**src/sv/fosf_pkg.sv**
```systemverilog
// fosf_pkg: widths, defaults and register indexes of the shelving filter.
// No dependencies; used by the interfaces and the top level.
package fosf_pkg;

	localparam int DEF_CHANNELS    = 8;
	localparam int DEF_SAMPLE_BITS = 24;

	localparam int CHAN_W     = 3;
	localparam int COEF_W     = 23;
	localparam int GAIN_W     = 20;
	localparam int KIND_W     = 1;
	localparam int DLY_W      = 32;
	localparam int COEF_FRAC  = 22;
	localparam int GAIN_FRAC  = 16;

	localparam int CFG_IDX_W  = 2;
	localparam int CFG_DATA_W = 23;

	localparam logic [CFG_IDX_W-1:0] REG_COEFF = 2'd0;
	localparam logic [CFG_IDX_W-1:0] REG_GAIN  = 2'd1;
	localparam logic [CFG_IDX_W-1:0] REG_KIND  = 2'd2;

	localparam logic [KIND_W-1:0] KIND_HIGH = 1'b1;

endpackage

```
**src/sv/fosf_in_if.sv**
```systemverilog
// fosf_in_if: input sample channel (valid/ready, sample and channel number).
// Depends on fosf_pkg.
interface fosf_in_if
	import fosf_pkg::*;
	#(parameter int SAMPLE_BITS = DEF_SAMPLE_BITS) ();

	logic                          valid;
	logic                          ready;
	logic signed [SAMPLE_BITS-1:0] sample_in;
	logic [CHAN_W-1:0]             channel;

	modport source (output valid, output sample_in, output channel, input ready);
	modport sink   (input valid, input sample_in, input channel, output ready);

endinterface

```
**src/sv/fosf_out_if.sv**
```systemverilog
// fosf_out_if: filtered sample channel (valid/ready, sample and channel number).
// Depends on fosf_pkg.
interface fosf_out_if
	import fosf_pkg::*;
	#(parameter int SAMPLE_BITS = DEF_SAMPLE_BITS) ();

	logic                          valid;
	logic                          ready;
	logic signed [SAMPLE_BITS-1:0] sample_out;
	logic [CHAN_W-1:0]             channel_out;

	modport source (output valid, output sample_out, output channel_out, input ready);
	modport sink   (input valid, input sample_out, input channel_out, output ready);

endinterface

```
**src/sv/fosf_cfg_if.sv**
```systemverilog
// fosf_cfg_if: configuration write channel (valid/ready, register index, data).
// Depends on fosf_pkg.
interface fosf_cfg_if
	import fosf_pkg::*;
	();

	logic                  valid;
	logic                  ready;
	logic [CFG_IDX_W-1:0]  index;
	logic [CFG_DATA_W-1:0] data;

	modport source (output valid, output index, output data, input ready);
	modport sink   (input valid, input index, input data, output ready);

endinterface

```
**src/sv/fosf_ram.sv**
```systemverilog
// fosf_ram: generic single-write, single-read RAM with registered read data.
// No dependencies.
module fosf_ram #(
	parameter int WIDTH = 32,
	parameter int DEPTH = 8
) (
	input  logic                                   clk,
	input  logic                                   we,
	input  logic [(DEPTH > 1 ? $clog2(DEPTH) : 1)-1:0] waddr,
	input  logic [WIDTH-1:0]                       wdata,
	input  logic [(DEPTH > 1 ? $clog2(DEPTH) : 1)-1:0] raddr,
	output logic [WIDTH-1:0]                       rdata
);

	logic [WIDTH-1:0] mem [DEPTH];

	always_ff @(posedge clk) begin
		if (we) begin
			mem[waddr] <= wdata;
		end
		rdata <= mem[raddr];
	end

endmodule

```
**src/sv/first_order_shelving_filter_top.sv**
```systemverilog
// First-order low/high shelving filter around a first-order allpass section.
// One transaction is taken at a time: a sample is accepted, then one shared
// signed 23x33 multiplier is used three times (c*x, c*y, H0/2*(x+-y)), each product
// followed by a round/saturate step; the result register is loaded in ST_ADD_OUT,
// which waits while the previous result is unaccepted, and the next sample can be
// accepted in ST_IDLE. The result register lets a new sample start while the
// previous result waits on the output. Per-channel allpass delays live in a small
// RAM with one valid flag per channel, cleared by reset, so no clearing pass is needed.
// Depends on fosf_pkg, fosf_in_if, fosf_out_if, fosf_cfg_if and fosf_ram.
module first_order_shelving_filter_top
	import fosf_pkg::*;
	#(
	parameter int CHANNELS    = DEF_CHANNELS,
	parameter int SAMPLE_BITS = DEF_SAMPLE_BITS
) (
	input  logic   clk,
	input  logic   arst_n,
	fosf_in_if.sink    smp_in,
	fosf_out_if.source smp_out,
	fosf_cfg_if.sink   cfg
);

	localparam int AW     = CHANNELS > 1 ? $clog2(CHANNELS) : 1;
	localparam int SB     = SAMPLE_BITS;
	localparam int OPA_W  = COEF_W;
	localparam int OPB_W  = DLY_W + 1;
	localparam int PROD_W = OPA_W + OPB_W;
	localparam int R22_W  = PROD_W - COEF_FRAC;
	localparam int Y_W    = R22_W + 1;
	localparam int R16_W  = PROD_W - GAIN_FRAC;
	localparam int O_W    = R16_W + 1;
	localparam logic signed [PROD_W-1:0] HALF_C = PROD_W'(1) <<< (COEF_FRAC - 1);
	localparam logic signed [PROD_W-1:0] HALF_G = PROD_W'(1) <<< (GAIN_FRAC - 1);

	typedef enum logic [2:0] {
		ST_IDLE,
		ST_MUL_CX,
		ST_ADD_Y,
		ST_MUL_CY,
		ST_ADD_D,
		ST_MUL_HM,
		ST_ADD_OUT
	} state_t;

	state_t                    state_q;
	logic signed [COEF_W-1:0]  coef_q;
	logic signed [GAIN_W-1:0]  gain_q;
	logic [KIND_W-1:0]         kind_q;
	logic signed [SB-1:0]      x_q;
	logic [CHAN_W-1:0]         chf_q;
	logic [AW-1:0]             ch_q;
	logic signed [DLY_W-1:0]   d_q;
	logic signed [DLY_W-1:0]   y_q;
	logic signed [OPB_W-1:0]   mix_q;
	logic signed [PROD_W-1:0]  prod_q;
	logic [CHANNELS-1:0]       dvld_q;
	logic                      out_vld_q;
	logic signed [SB-1:0]      out_smp_q;
	logic [CHAN_W-1:0]         out_ch_q;

	logic [6:0]                ch_t;
	logic [AW-1:0]             ch_idx;
	logic [DLY_W-1:0]          ram_rdata;
	logic                      ram_we;
	logic signed [DLY_W-1:0]   nd;
	logic signed [OPB_W-1:0]   x_ext;
	logic signed [OPB_W-1:0]   y_ext;
	logic signed [OPA_W-1:0]   opa;
	logic signed [OPB_W-1:0]   opb;
	logic signed [PROD_W-1:0]  mul;
	logic signed [PROD_W-1:0]  rc_sum;
	logic signed [PROD_W-1:0]  rg_sum;
	logic signed [R22_W-1:0]   r22;
	logic signed [R16_W-1:0]   r16;
	logic signed [Y_W-1:0]     y_sum;
	logic signed [Y_W-1:0]     nd_sum;
	logic signed [O_W-1:0]     o_sum;
	logic                      in_acc;
	logic                      out_load;

	function automatic logic signed [DLY_W-1:0] sat_d(input logic signed [Y_W-1:0] v);
		logic [Y_W-DLY_W:0] hi;
		hi = v[Y_W-1:DLY_W-1];
		if ((&hi) || !(|hi)) begin
			return v[DLY_W-1:0];
		end
		return v[Y_W-1] ? {1'b1, {(DLY_W-1){1'b0}}} : {1'b0, {(DLY_W-1){1'b1}}};
	endfunction

	function automatic logic signed [SB-1:0] sat_s(input logic signed [O_W-1:0] v);
		logic [O_W-SB:0] hi;
		hi = v[O_W-1:SB-1];
		if ((&hi) || !(|hi)) begin
			return v[SB-1:0];
		end
		return v[O_W-1] ? {1'b1, {(SB-1){1'b0}}} : {1'b0, {(SB-1){1'b1}}};
	endfunction

	assign in_acc       = smp_in.valid && smp_in.ready;
	assign smp_in.ready = (state_q == ST_IDLE);
	assign cfg.ready    = 1'b1;
	assign out_load     = (state_q == ST_ADD_OUT) && (!out_vld_q || smp_out.ready);

	assign smp_out.valid       = out_vld_q;
	assign smp_out.sample_out  = out_smp_q;
	assign smp_out.channel_out = out_ch_q;

	// channel number folded onto the delay table
	always_comb begin
		ch_t = 7'(smp_in.channel);
		for (int i = 0; i < 8; i++) begin
			if (ch_t >= 7'(CHANNELS)) begin
				ch_t = ch_t - 7'(CHANNELS);
			end
		end
		ch_idx = ch_t[AW-1:0];
	end

	assign x_ext = {{(OPB_W-SB){x_q[SB-1]}}, x_q};
	assign y_ext = {y_q[DLY_W-1], y_q};

	always_comb begin
		opa = coef_q;
		opb = x_ext;
		unique case (state_q)
			ST_MUL_CY: begin
				opb = y_ext;
			end
			ST_MUL_HM: begin
				opa = {{(OPA_W-GAIN_W){gain_q[GAIN_W-1]}}, gain_q};
				opb = mix_q;
			end
			default: begin
			end
		endcase
	end

	assign mul    = opa * opb;
	assign rc_sum = prod_q + HALF_C;
	assign rg_sum = prod_q + HALF_G;
	assign r22    = rc_sum[PROD_W-1:COEF_FRAC];
	assign r16    = rg_sum[PROD_W-1:GAIN_FRAC];
	assign y_sum  = {r22[R22_W-1], r22} + {{(Y_W-DLY_W){d_q[DLY_W-1]}}, d_q};
	assign nd_sum = {{(Y_W-SB){x_q[SB-1]}}, x_q} - {r22[R22_W-1], r22};
	assign o_sum  = {{(O_W-SB){x_q[SB-1]}}, x_q} + {r16[R16_W-1], r16};
	assign nd     = sat_d(nd_sum);
	assign ram_we = (state_q == ST_ADD_D);

	fosf_ram #(
		.WIDTH (DLY_W),
		.DEPTH (CHANNELS)
	) u_dly_ram (
		.clk   (clk),
		.we    (ram_we),
		.waddr (ch_q),
		.wdata (nd),
		.raddr (ch_idx),
		.rdata (ram_rdata)
	);

	always_ff @(posedge clk or negedge arst_n) begin
		if (!arst_n) begin
			state_q   <= ST_IDLE;
			coef_q    <= '0;
			gain_q    <= '0;
			kind_q    <= '0;
			x_q       <= '0;
			chf_q     <= '0;
			ch_q      <= '0;
			d_q       <= '0;
			y_q       <= '0;
			mix_q     <= '0;
			prod_q    <= '0;
			dvld_q    <= '0;
			out_vld_q <= 1'b0;
			out_smp_q <= '0;
			out_ch_q  <= '0;
		end else begin
			if (cfg.valid && cfg.ready) begin
				unique case (cfg.index)
					REG_COEFF: coef_q <= cfg.data[COEF_W-1:0];
					REG_GAIN:  gain_q <= cfg.data[GAIN_W-1:0];
					REG_KIND:  kind_q <= cfg.data[KIND_W-1:0];
					default: begin
					end
				endcase
			end

			if (out_load) begin
				out_vld_q <= 1'b1;
			end else if (smp_out.valid && smp_out.ready) begin
				out_vld_q <= 1'b0;
			end

			unique case (state_q)
				ST_IDLE: begin
					if (in_acc) begin
						x_q     <= smp_in.sample_in;
						chf_q   <= smp_in.channel;
						ch_q    <= ch_idx;
						state_q <= ST_MUL_CX;
					end
				end
				ST_MUL_CX: begin
					prod_q  <= mul;
					d_q     <= dvld_q[ch_q] ? ram_rdata : '0;
					state_q <= ST_ADD_Y;
				end
				ST_ADD_Y: begin
					y_q     <= sat_d(y_sum);
					state_q <= ST_MUL_CY;
				end
				ST_MUL_CY: begin
					prod_q  <= mul;
					mix_q   <= (kind_q == KIND_HIGH) ? (x_ext - y_ext) : (x_ext + y_ext);
					state_q <= ST_ADD_D;
				end
				ST_ADD_D: begin
					dvld_q[ch_q] <= 1'b1;
					state_q      <= ST_MUL_HM;
				end
				ST_MUL_HM: begin
					prod_q  <= mul;
					state_q <= ST_ADD_OUT;
				end
				ST_ADD_OUT: begin
					if (out_load) begin
						out_smp_q <= sat_s(o_sum);
						out_ch_q  <= chf_q;
						state_q   <= ST_IDLE;
					end
				end
				default: begin
					state_q <= ST_IDLE;
				end
			endcase
		end
	end

endmodule

```
**src/flat_wrapper.sv**
```systemverilog
// flat-port wrapper written by rule: the top's interface ports become plain ports
module first_order_shelving_filter_top_flat import fosf_pkg::*;
#(
	parameter int CHANNELS    = DEF_CHANNELS,
	parameter int SAMPLE_BITS = DEF_SAMPLE_BITS
)
  (clk, arst_n, smp_in_valid, smp_in_sample_in, smp_in_channel, smp_in_ready, smp_out_valid, smp_out_sample_out, smp_out_channel_out, smp_out_ready, cfg_valid, cfg_index, cfg_data, cfg_ready);
  fosf_in_if #(.SAMPLE_BITS(SAMPLE_BITS)) smp_in_i ();
  fosf_out_if #(.SAMPLE_BITS(SAMPLE_BITS)) smp_out_i ();
  fosf_cfg_if cfg_i ();
  input  logic clk;
  input  logic arst_n;
  input wire logic [$bits(smp_in_i.valid)-1:0] smp_in_valid;
  input wire logic [$bits(smp_in_i.sample_in)-1:0] smp_in_sample_in;
  input wire logic [$bits(smp_in_i.channel)-1:0] smp_in_channel;
  output wire logic [$bits(smp_in_i.ready)-1:0] smp_in_ready;
  output wire logic [$bits(smp_out_i.valid)-1:0] smp_out_valid;
  output wire logic [$bits(smp_out_i.sample_out)-1:0] smp_out_sample_out;
  output wire logic [$bits(smp_out_i.channel_out)-1:0] smp_out_channel_out;
  input wire logic [$bits(smp_out_i.ready)-1:0] smp_out_ready;
  input wire logic [$bits(cfg_i.valid)-1:0] cfg_valid;
  input wire logic [$bits(cfg_i.index)-1:0] cfg_index;
  input wire logic [$bits(cfg_i.data)-1:0] cfg_data;
  output wire logic [$bits(cfg_i.ready)-1:0] cfg_ready;
  assign smp_in_i.valid = smp_in_valid;
  assign smp_in_i.sample_in = smp_in_sample_in;
  assign smp_in_i.channel = smp_in_channel;
  assign smp_in_ready = smp_in_i.ready;
  assign smp_out_valid = smp_out_i.valid;
  assign smp_out_sample_out = smp_out_i.sample_out;
  assign smp_out_channel_out = smp_out_i.channel_out;
  assign smp_out_i.ready = smp_out_ready;
  assign cfg_i.valid = cfg_valid;
  assign cfg_i.index = cfg_index;
  assign cfg_i.data = cfg_data;
  assign cfg_ready = cfg_i.ready;
  first_order_shelving_filter_top #(.CHANNELS(CHANNELS), .SAMPLE_BITS(SAMPLE_BITS)) u_core (.clk(clk), .arst_n(arst_n), .smp_in(smp_in_i), .smp_out(smp_out_i), .cfg(cfg_i));
endmodule
```
**config.mk**
```make
export PLATFORM = sky130hd
export DESIGN_NAME = first_order_shelving_filter_top_flat
export DESIGN_NICKNAME = d
export VERILOG_FILES = /design/src/sv/fosf_pkg.sv /design/src/sv/fosf_in_if.sv /design/src/sv/fosf_out_if.sv /design/src/sv/fosf_cfg_if.sv /design/src/sv/fosf_ram.sv /design/src/sv/first_order_shelving_filter_top.sv /design/src/flat_wrapper.sv
export SDC_FILE = /design/constraint.sdc
export NUM_CORES = 2
export LEC_CHECK = 0
export ABC_AREA = 1
export BUFFER_PORTS_ARGS = -buffer_cell sky130_fd_sc_hd__buf_2
export CAP_MARGIN = 20
export CORE_ASPECT_RATIO = 1.1
export CORE_UTILIZATION = 55
export CTS_CLUSTER_DIAMETER = 120
export DETAILED_ROUTE_END_ITERATION = 7
export PLACE_DENSITY = 0.81
export SLEW_MARGIN = 5
export SYNTH_ARGS = -nofsm -noshare
export SYNTH_HDL_FRONTEND = slang
export SYNTH_HIERARCHICAL = 1
export SYNTH_SLANG_ARGS = --single-unit
```
**constraint.sdc**
```tcl
create_clock -name clk -period 10.7 [get_ports clk]
set_clock_uncertainty 0.15 [all_clocks]
set_input_delay 1.605 -clock clk [delete_from_list [all_inputs] [get_ports clk]]
set_output_delay 1.605 -clock clk [all_outputs]
set_load 0.05 [all_outputs]
```
# Word level (Yosys, flattened, before mapping)
# Memories as Yosys holds them, arrays and structs flattened. A register that Yosys moved wholly into a read port is not among the register bits.
# Cells that the tools add are included.
# word_totals
reg_bits,263
ram_bits,256
wordCells,94
output_inout_bits,30
mem_count,1
input_bits,57
# memory_table
memory,depth,word_bits,rd,rd_ports_with_merged_regs,wr,line_no,rtl
u_core.u_dly_ram.mem,8,32,1,1,1,fosf_ram.sv:15,logic [WIDTH-1:0] mem [DEPTH];
# classes
n_addsub,7
bitwise_logic,1
n_reduce_logical,28
eq_ne,10
muxes,30
mul,1
order_cmp,2
# ops
op,count
$mux W32,7
$mux W24,3
$pmux W33 S2,1
$add A56 B17 Y56 const B,1
$add A56 B23 Y56 const B,1
$mul A23 B33 Y56,1
$add A24 B40 Y41,1
$add A34 B32 Y35,1
$sub A24 B34 Y35,1
$add A24 B32 Y33,1
$mux W33,1
$sub A24 B32 Y33,1
$mux W23,1
$pmux W3 S7,1
$reduce_and A18 Y1,1
$reduce_or A18 Y1,1
$mux W1,12
$reduce_and A2 Y1,6
$eq A3 B3 Y1 const B,3
$or A8 B8 Y8,1
$reduce_and A4 Y1,2
$reduce_or A4 Y1,2
$eq A3 B2 Y1 const B,2
$mux W3,2
other kinds (16),25

# Depth between registers and ports, before layout
# depth
word_depth,9
ltp_mapped,40

# Modules after synthesis
# The synthesis kept the hierarchy.
# modules_own_cells
mod,cells_each,instances,area_each_um2,seq_area_each_um2
first_order_shelving_filter_top,6804,1,49170.9,6206.0
fosf_ram,1156,1,11872.6,8328.0

# Least setup slack after synthesis
# Ideal clock, no wire load.
# synth_path
path_type,reg2reg
from,reg u_core.x_q[23]
to,reg u_core.prod_q[55]
required_time_ps,10433
setup_time_ps,117
synth_period_minus_slack_ps,7836
n_path_buf,2
arrival_ps,7568
stages_incl_launch_ff,28
setup_slack_ps,2864
path_cell_list,dfrtp_1 inv_1 nand2_1 nand2_1 clkbuf_1 clkbuf_1 nor2_1 fa_1 fa_1 inv_1 fa_1 inv_1 fa_1 inv_1 fa_1 inv_1 fa_1 fa_1 ha_1 inv_1 nor3_1 nand2_1 nor4_1 nand2_1 nand2_1 nand2_1 nand3_1 nand2_1
# synth_via
elab_chain_len,2
# synth_lines
element,line_no,rtl
start: declaration,first_order_shelving_filter_top.sv:49,logic signed [SB-1:0] x_q;
start signal: assignment,first_order_shelving_filter_top.sv:198,x_q <= smp_in.sample_in;
$pmux W33 S2,first_order_shelving_filter_top.sv:125,unique case (state_q)
$mul A23 B33 Y56,first_order_shelving_filter_top.sv:138,assign mul = opa * opb;
end signal: assignment,first_order_shelving_filter_top.sv:205,prod_q <= mul;
end signal: assignment,first_order_shelving_filter_top.sv:214,prod_q <= mul;
end signal: assignment,first_order_shelving_filter_top.sv:223,prod_q <= mul;
end: declaration,first_order_shelving_filter_top.sv:55,logic signed [PROD_W-1:0] prod_q;
# No other way between the ends.
# A chain may end at the register's enable or synchronous reset.

# Worst setup path after layout
# layout_path
from,reg u_core.state_q[0]
to,reg u_core.prod_q[29]
# layout_via
elab_chain_len,3
# layout_lines
element,line_no,rtl
start: declaration,first_order_shelving_filter_top.sv:45,state_t state_q;
start signal: assignment,first_order_shelving_filter_top.sv:163,state_q <= ST_IDLE;
start signal: assignment,first_order_shelving_filter_top.sv:201,state_q <= ST_MUL_CX;
start signal: assignment,first_order_shelving_filter_top.sv:207,state_q <= ST_ADD_Y;
$eq A3 B3 Y1 / $eq A3 B2 Y1 (equally long branches),"first_order_shelving_filter_top.sv:125, first_order_shelving_filter_top.sv:195",
$pmux W33 S2 / $mux W23 (equally long branches),first_order_shelving_filter_top.sv:125,
$mul A23 B33 Y56,first_order_shelving_filter_top.sv:138,
# Parallel ways exist; a longest one is shown, timed or not.

==> run summary <==
Hold Startpoint - u_core/u_dly_ram/rdata[20]$_DFF_P_
Top FF cell, synth - edfxtp_1
Warnings from Yosys - 6
Mux contribution to synthesized area - 0.484%
Max clock buf depth - 3
GRT overflow - 0
Most used cell, CP - fa_1
Setup Viol. Count Final - 0
Worst setup EP type - flip-flop
Largest family of logic cells by synthesized area - adder cells
Clock-pin transition on the worst setup and hold timing paths - 0.06 ns
FF-to-FF End - u_core/prod_q[29]$_DFFE_PN0P_
Adder-cell share of the synthesized area - 31.3%
Crit path time final - 9.59 ns
Pin count of the biggest net entering global routing - 134
Wirelength per Cell - 20.4 um
#FFs+latches synth - 536
Non-Filler Instances - 9427
Die ar. - 112000 um2
Smallest hold slack - 0.293 ns
Vias in the first global route - 53700
EDFF count, synth - 256
Status - completed
DR iter-0 viols - 5330
Routed Antenna Nets - 0
Hold Crit Depth - 2
Vias per Instance - 5.66
Maximum clock frequency - 104 MHz
Critical path fanouts, max - 46
Synth Area in XOR/XNOR - 2.86%
Final slew viol count - 0
Worst reg2reg path depth - 29
Syn nets - 9079
Fin nets - 9070
Via count - 53300
Total Wirelength - 192 mm
Share of layout cells above drive strength 1 - 4.66%
Post-synth cell types - 63
Critical path class - reg2reg
Die Ht - 351 um
Cells after synthesis - 7960
Clock root cell - clkbuf_16
Type of the worst min-delay path - reg2reg
Setup tns final - 0 ns
Hold buffer count at CTS - 0
R2R Setup Slk - 1.11 ns
DRT Pass-1 Iters - 8
Sequential element share of the synthesized area - 23.8%
Mapped Area - 61000 um2
IO Pins - 87
DRC Markers - 0
CP max-delay cell - a21oi_2
Core Area - 109000 um2
Post-CTS Setup Bufs - 0
Post-DP HPWL - 154 mm
Worst rel slew slack - 21.0%
Slowest stage delay, CP - 0.85 ns
Max H-tree Level - 2
Global-route wire length before repair - 298 mm
Fin crit share - 89.6%
Total GRT Usage - 34.5%
Die Wd - 320 um
Syn_area_per_cell - 7.67 um2
Critical Path RT - 11.06 ns
Row count - 127
Initial Utilization - 55.8%
Clk sink count - 536
Placed cell count - 9305
# resized after CTS - 0
Clock latency at the later pin of the worst-skew pair - 0.66 ns
Antenna violations before repair - 2
CTS tree - done
Area Growth Syn to Fin - 6.64%
Max Cap Viol - 0
Least-Margin Pin Slew - 1.19 ns
Port Buf Inserts - 85
Simple-Gate Fraction of Synth Area - 22.6%
Worst r2r src - u_core/state_q[0]$_DFFE_PN0P_
Total CTS buffers - 59
Async SR Flop Fraction - 46.3%
Worst Hold Path EP - u_core/d_q[20]$_DFFE_PN0P_
Routability cong. - 1.10
Post-synthesis compound-gate area fraction - 6.53%
Startpoint types - flip-flop
Final Hold Fails - 0
Worst Path Arrival - 9.95 ns
RSZ-0062 raised after global routing - no
[area by class of cell]
class	count	area [um2]
Sequential cell	536	14500
Inverter	1719	6450
Fill cell	9522	44400
Tap cell	1419	1780
Timing Repair Buffer	178	1210
Clock inverter	37	427
Clock buffer	73	1590
Multi-Input combinational cell	5457	39100
Antenna cell	8	20.0
[routing by layer]
layer	wire, um	vias up	global-route usage (%)
met5	0	-	0
met3	19200	770	7.08
met4	12900	0	19.8
met1	71500	25700	43.0
li1	-	24000	-
met2	88400	2826	55.8
[worst max-delay path by stage]
stage	startpoint	to
2_1_floorplan	u_core/x_q[23]$_DFFE_PN0P_	u_core/prod_q[55]$_DFFE_PN0P_
3_3_place_gp	u_core/state_q[0]$_DFFE_PN0P_	u_core/prod_q[29]$_DFFE_PN0P_
3_5_place_dp	u_core/state_q[0]$_DFFE_PN0P_	u_core/prod_q[29]$_DFFE_PN0P_
4_1_cts	u_core/state_q[0]$_DFFE_PN0P_	u_core/prod_q[29]$_DFFE_PN0P_
5_1_grt	u_core/state_q[0]$_DFFE_PN0P_	u_core/prod_q[51]$_DFFE_PN0P_
6_report	u_core/state_q[0]$_DFFE_PN0P_	u_core/prod_q[29]$_DFFE_PN0P_
[cell usage in the layout (no fill, tap or decap), types with 23 or more instances in the layout]
cell / synthesis / routed
nand2_1: 2184 / 2184
inv_1: 1699 / 1699
fa_1: 778 / 778
nor2_1: 734 / 723
nand3_1: 329 / 328
o21ai_0: 305 / 300
ha_1: 284 / 284
a21oi_1: 257 / 257
edfxtp_1: 256 / 256
dfrtp_1: 248 / 248
xor2_1: 151 / 151
buf_4: 10 / 90
buf_2: 34 / 83
clkbuf_16: 0 / 59
nor3_1: 56 / 56
nand4_1: 51 / 51
xnor2_1: 48 / 48
dfxtp_1: 32 / 32
a31oi_1: 31 / 31
nor4_1: 30 / 30
mux2_2: 25 / 25
a21o_1: 23 / 23
[through the flow]
step	area, um2	util [%]	setup WS [ns]
floorplan	61000	-	2.86
global placement	63000	57.5	1.35
detailed placement	63000	57.5	1.40
CTS	65000	59.4	1.34
global route	65100	59.4	0.858
finish	65100	59.5	1.11
[Yosys cell counts, drive strengths merged, types with 2 or more instances]
| cell type | instances | area (um2) |
|---|---|---|
| a211oi | 6 | 45.0 |
| a21boi | 10 | 75.1 |
| a21o | 23 | 173 |
| a21oi | 259 | 1310 |
| a221oi | 3 | 26.3 |
| a31oi | 31 | 194 |
| a32o | 4 | 40.0 |
| and2 | 4 | 25.0 |
| and3 | 3 | 18.8 |
| buf | 73 | 444 |
| clkbuf | 175 | 657 |
| clkinv | 12 | 45.0 |
| dfrtp | 248 | 6210 |
| dfxtp | 32 | 641 |
| edfxtp | 256 | 7690 |
| fa | 778 | 15600 |
| ha | 284 | 3550 |
| inv | 1707 | 6410 |
| mux2 | 25 | 282 |
| nand2 | 2192 | 8250 |
| nand3 | 330 | 1660 |
| nand3b | 15 | 113 |
| nand4 | 51 | 319 |
| nor2 | 737 | 2780 |
| nor3 | 56 | 280 |
| nor3b | 2 | 15.0 |
| nor4 | 30 | 188 |
| o211ai | 7 | 52.6 |
| o21a | 6 | 45.0 |
| o21ai | 331 | 1670 |
| o21bai | 21 | 158 |
| o221a | 2 | 22.5 |
| o221ai | 3 | 26.3 |
| o22ai | 9 | 62.6 |
| o311ai | 2 | 17.5 |
| o31ai | 2 | 15.0 |
| or2 | 24 | 150 |
| xnor2 | 48 | 420 |
| xor2 | 151 | 1320 |
[registers in the layout, summed over array words and instances (netlist names), 8 cells and up]
register,count
u_core/coef_q,23
u_core/d_q,32
u_core/dvld_q,8
u_core/gain_q,20
u_core/mix_q,33
u_core/prod_q,41
u_core/smp_out.sample_out,24
u_core/u_dly_ram/mem,256
u_core/u_dly_ram/rdata,32
u_core/x_q,24
u_core/y_q,32
[kinds of logic (layout without fill, tap and decap cells)]
family	Yosys count	after routing
AOI/OAI and AO/OA	725	725
DFF	536	536
buffers and inverters	1967	2007
other	1	9
xor gates and xnor gates	199	199
and+or+nand+nor	3444	3444
adders and majority gates	1062	1062
muxes	26	26
[worst max-delay path, delay by kind of cell (launching register included)]
family	cells	cell delay, ns
compound gates	6	1.98
fa+ha+maj	8	3.82
buf+inv	9	1.91
flops	1	0.47
simple gates	6	1.08
Power is left out: the tool's default activity adds up to more than one toggle a clock period on the data nets, which glitch-free logic cannot reach.
